==> config.mk <==
export PLATFORM = sky130hd
export DESIGN_NAME = siu_div_stage
export DESIGN_NICKNAME = d
export VERILOG_FILES = /design/src/rtl/core/siu_pkg.sv /design/src/rtl/core/siu_div_stage.sv
export SDC_FILE = /design/constraint.sdc
export NUM_CORES = 2
export LEC_CHECK = 0
export BUFFER_PORTS_ARGS = -buffer_cell sky130_fd_sc_hd__buf_4
export CORE_AREA = 5 5 554 556
export DETAILED_ROUTE_END_ITERATION = 8
export DIE_AREA = 0 0 559 561
export PLACE_DENSITY = 0.36
export SLEW_MARGIN = 20
export SYNTH_ARGS = -nofsm -noshare
export SYNTH_HDL_FRONTEND = slang
export SYNTH_SLANG_ARGS = --single-unit
==> constraint.sdc <==
create_clock -name clk -period 1.1 [get_ports clk]
set_input_delay 0 -clock clk [delete_from_list [all_inputs] [get_ports clk]]
set_output_delay 0 -clock clk [all_outputs]
set_load 0.02 [all_outputs]
==> src/rtl/core/siu_pkg.sv <==
// Shared constants for the segment intersection unit.
package siu_pkg;

    // Width of the parallel limit register
    localparam int LIMIT_W = 20;

    // Divider lanes
    localparam int LANES   = 4;
    localparam int LANE_X  = 0;
    localparam int LANE_Y  = 1;
    localparam int LANE_T1 = 2;
    localparam int LANE_T2 = 3;

endpackage

==> src/rtl/core/siu_div_stage.sv <==
// One registered step of the multiply-divide pipeline: one multiplier bit for all lanes.
module siu_div_stage #(
    parameter int MW  = 25,
    parameter int UW  = 50,
    parameter int RW  = 52,
    parameter int QW  = 26,
    parameter int SBW = 52,
    parameter int BIT = 0
) (
    input  logic                                   clk,
    input  logic                                   rst_n,
    input  logic                                   adv,
    input  logic                                   in_valid,
    input  logic [siu_pkg::LANES-1:0][RW-1:0]      in_r,
    input  logic [siu_pkg::LANES-1:0][QW-1:0]      in_q,
    input  logic [siu_pkg::LANES-1:0][UW-1:0]      in_a,
    input  logic [siu_pkg::LANES-1:0][MW-1:0]      in_m,
    input  logic [UW-1:0]                          in_den,
    input  logic [SBW-1:0]                         in_sb,
    output logic                                   out_valid,
    output logic [siu_pkg::LANES-1:0][RW-1:0]      out_r,
    output logic [siu_pkg::LANES-1:0][QW-1:0]      out_q,
    output logic [siu_pkg::LANES-1:0][UW-1:0]      out_a,
    output logic [siu_pkg::LANES-1:0][MW-1:0]      out_m,
    output logic [UW-1:0]                          out_den,
    output logic [SBW-1:0]                         out_sb
);
    logic                                  v_reg;
    logic [siu_pkg::LANES-1:0][RW-1:0]     r_reg, r_next;
    logic [siu_pkg::LANES-1:0][QW-1:0]     q_reg, q_next;
    logic [siu_pkg::LANES-1:0][UW-1:0]     a_reg;
    logic [siu_pkg::LANES-1:0][MW-1:0]     m_reg;
    logic [UW-1:0]                         den_reg;
    logic [SBW-1:0]                        sb_reg;
    logic [RW-1:0]                         den1, den2;
    logic [RW-1:0]                         r2;

    assign den1 = RW'(in_den);
    assign den2 = {den1[RW-2:0], 1'b0};

    // Shift in one multiplier bit and reduce the remainder below the divisor
    always_comb
    begin
        r_next = '0;
        q_next = '0;
        r2     = '0;
        for (int l = 0; l < siu_pkg::LANES; l++)
        begin
            r2 = {in_r[l][RW-2:0], 1'b0} + (in_m[l][BIT] ? RW'(in_a[l]) : '0);
            if (r2 >= den2)
            begin
                r_next[l] = r2 - den2;
                q_next[l] = {in_q[l][QW-2:0], 1'b0} + QW'(2);
            end
            else if (r2 >= den1)
            begin
                r_next[l] = r2 - den1;
                q_next[l] = {in_q[l][QW-2:0], 1'b0} + QW'(1);
            end
            else
            begin
                r_next[l] = r2;
                q_next[l] = {in_q[l][QW-2:0], 1'b0};
            end
        end
    end

    // Hold valid bit
    always_ff @(posedge clk or negedge rst_n)
    begin
        if (!rst_n)
            v_reg <= 1'b0;
        else if (adv)
            v_reg <= in_valid;
    end

    // Advance payload
    always_ff @(posedge clk)
    begin
        if (adv)
        begin
            r_reg   <= r_next;
            q_reg   <= q_next;
            a_reg   <= in_a;
            m_reg   <= in_m;
            den_reg <= in_den;
            sb_reg  <= in_sb;
        end
    end

    assign out_valid = v_reg;
    assign out_r     = r_reg;
    assign out_q     = q_reg;
    assign out_a     = a_reg;
    assign out_m     = m_reg;
    assign out_den   = den_reg;
    assign out_sb    = sb_reg;
endmodule

==> flow_metrics.env <==
export IMPL_synth_cells=6573
export IMPL_busiest_layer="met2"
export IMPL_dp_hpwl_um=312000
export IMPL_antenna_found_initial=39
export IMPL_timing_hold_ws_ps=-186
export IMPL_cts_tree="done"
export IMPL_fin_nets=13000
export IMPL_peakVddDrop_mv=1.28
export IMPL_drcViolationCount=0
export IMPL_rsz0062_at_grt="yes"
export IMPL_cts_hold_buf=928
export IMPL_setup_ws_ps=-3990
export IMPL_cap_violations=0
export IMPL_ios=1433
export IMPL_grt_pass1_wl_um=535000
export IMPL_synthArstFlopShare_pct=0.140
export IMPL_pre_cts_ws_ps=-5610
export IMPL_worstHoldEndpoint="out_r[155]"
export IMPL_cts_root_buffer="clkbuf_16"
export IMPL_place_area_mm2=0.0988
export IMPL_numPortBuffers=1424
export IMPL_ys_types=86
export IMPL_period_share_pct=462
export IMPL_clkLatencyLatePin_ps=790
export IMPL_cp_data_arrival_time_ps=5640
export IMPL_grt_max_degree=56
export IMPL_status="complete, but fails checks"
export IMPL_clk_pin_slew_ps=60
export IMPL_initial_core_util_pct=20.2
export IMPL_fin_crit_ps=5090
export IMPL_synthDominantCellAreaShare_pct=35.2
export IMPL_cts_buffers=105
export IMPL_end_kind="flop"
export IMPL_avgSynthCellArea_um2=9.26
export IMPL_die_h_um=561
export IMPL_syn_num_nets=7903
export IMPL_combinationalPowerShare_pct=59.5
export IMPL_netSwitchingPower_uw=72900
export IMPL_maxSlewHeadroom_pct=30.8
export IMPL_fin_area_mm2=0.117
export IMPL_powerDensity_mw_per_mm2=1550
export IMPL_synth_top_cell_by_area="edfxtp_1"
export IMPL_yosys_warnings=0
export IMPL_cp_num_buf_inv=7
export IMPL_p_int_uw=108000
export IMPL_area_delta_synth_final_pct=92.4
export IMPL_worstSetupPathType="input port to flop"
export IMPL_fill_cells=30300
export IMPL_violations="hold timing, setup timing"
export IMPL_reg2regPathDepth=1
export IMPL_power_leakage_uw=0.0538
export IMPL_timing_fmax_ghz=0.197
export IMPL_ant_nets=0
export IMPL_yosysSeqAreaShare_pct=35.3
export IMPL_die_area_mm2=0.314
export IMPL_gr_usage_met2_pct=40.1
export IMPL_synth_seq_cells=715
export IMPL_cts_htree_levels=3
export IMPL_finalMaxSlewViolations=0
export IMPL_core_mm2=0.302
export IMPL_num_vias=72000
export IMPL_crit_required_ps=1660
export IMPL_rr_startpoint="out_valid"
export IMPL_grt_util_met1_pct=29.0
export IMPL_routed_wl_um=378000
export IMPL_hold_violations=6
export IMPL_critPathMaxFanout=30
export IMPL_grt_remaining_overflow=0
export IMPL_synth_ff_type="edfxtp_1"
export IMPL_p_seq_share_pct=21.3
export IMPL_yosys_top_cells_area="edfxtp_1 (35%), ha_1 (12%), a21oi_1 (6.1%)"
export IMPL_syn_area_mm2=0.0609
export IMPL_cts_sinks=715
export IMPL_vias_per_cell=4.56
export IMPL_drtIter0Drc=3788
export IMPL_grt_use_total_pct=23.0
export IMPL_setup_violations=1027
export IMPL_clockPowerShare_pct=19.2
export IMPL_tightest_slew_ps=1020
export IMPL_first_global_vias=75100
export IMPL_reg2reg_to="out_valid"
export IMPL_firstDrtPassIters=7
export IMPL_whs_path_depth=5
export IMPL_hp_class="input port to flop"
export IMPL_post_drt_wl_per_cell_um=24.0
export IMPL_holdCritStartpoint="in_r[154]"
export IMPL_synth_enable_flop_cells=714
export IMPL_die_width_um=559
export IMPL_swShare_pct=40.2
export IMPL_ff2ff_setup_slack_ps=340
export IMPL_drive_above_1_share_pct=44.0
export IMPL_slowest_delay_ps=490
export IMPL_finClkSkew_ps=0
export IMPL_gr_usage_met3_pct=3.13
export IMPL_gp_congestion=0.913
export IMPL_core_rowCount=202
export IMPL_critical_path_slowest_cell="a2111o_2"
export IMPL_dp_cells=14500
export IMPL_start_kind="input port"
export IMPL_cts_buffer_depth=4
export IMPL_power_uw=181000
export IMPL_crit_family="compound AO/OA/AOI/OAI gates"
export IMPL_stdcell_count=15800
-- cells in the mapped netlist, drive strengths merged (93+ instances only) --
cell type / instances
a21oi: 741
edfxtp: 714
ha: 600
nand2: 485
o21ai: 439
xnor2: 400
a21o: 368
nor2: 359
xor2: 232
and2: 230
inv: 225
clkbuf: 184
nand3: 159
nand4: 113
o21bai: 105
mux2i: 97
nor3: 93
-- placed cells by master (no fill, tap or decap), types with 202 or more instances in the layout --
master         synthesis  final
dlygate4sd3_1          0    928
and2_1               229    205
nor2_1               359    324
inv_1                225    222
o21ai_0              410    275
edfxtp_1             714    714
a21o_1               368    367
xor2_1               232    202
buf_4                  4   4084
nand2_1              485    467
xnor2_1              400    356
a21oi_1              741    613
ha_1                 600    544
-- flip-flops by register name, indices dropped and copies added, names as in the netlist --
register,count
out_q,104
out_den,50
out_a,200
out_r,208
out_m,100
out_valid,1
out_sb,52
-- worst min-delay path: cells and delay by family --
| family | cells | cell delay, ps |
|---|---|---|
| multiplexers | 1 | 150 |
| buffers and inverters | 2 | 230 |
| XOR/XNOR | 1 | 110 |
| AO/OA/AOI/OAI | 1 | 50 |
-- power groups by stage --
stage                     clock network, uW  registers [uW]  logic [uW]
after floorplan                           0           43000       41500
after global placement                    0           39400       97700
after detailed placement                  0           39200       97600
after CTS                             36100           38800      107000
after global routing                  36900           38900      116000
final                                 34800           38600      108000
-- logic make-up (layout without fill, tap and decap cells) --
group	after synthesis	after routing	share of synthesized area (%)
compound gates	2246	2246	23.3
fa+ha+maj	612	612	12.7
simple gates	1797	1798	14.7
flops	715	715	35.3
other cells	0	23	0
xor+xnor	632	632	9.10
buf+inv	453	5651	2.88
mux	118	118	1.98
-- through the flow --
step	setup TNS [ps]	utilization (%)
6_report	-1378510	38.8
5_1_grt	-1492860	38.8
4_1_cts	-1440820	38.5
3_5_place_dp	-1636640	32.8
3_3_place_gp	-1635110	32.8
2_1_floorplan	-1265290	-
-- area by class of cell --
class / count / area [um^2] / share of cell area, %
inverter: 225 / 847 / 0.723
sequential: 715 / 21500 / 18.3
multi-input combinational: 5406 / 42000 / 35.9
clock buffer: 117 / 2670 / 2.28
antenna: 23 / 57.6 / 0.0492
timing repair buffer: 5240 / 44200 / 37.8
clock inverter: 69 / 762 / 0.651
tap: 3978 / 4980 / 4.25
-- layer usage --
layer / routed length (um) / part of all wire (%) / up-vias
li1: - / - / 35000
met1: 164000 / 43 / 35000
met2: 182000 / 48 / 1666
met3: 16100 / 4.3 / 349
met4: 15800 / 4.2 / 4
met5: 21 / 0.0055 / -
-- worst max-delay path by stage --
stage	end	cells past startpoint	startpoint
after floorplan	out_r[183]	28	in_m[75]
after global placement	out_r[49]	29	in_m[0]
after detailed placement	out_r[47]	29	in_m[0]
after CTS	out_r[183]	28	in_m[75]
after global routing	out_r[23]	28	in_m[0]
final	out_r[23]	28	in_m[0]
-- what timing repair did --
item / CTS / global route
pin swaps: 324 / 90
hold endpoints to repair: 1236 / 8
resized for setup: 580 / 148
setup buffers: 115 / 21
setup endpoints to repair: 1027 / 1027
cloned: 25 / 5
Power figures use the tool's default switching activity.
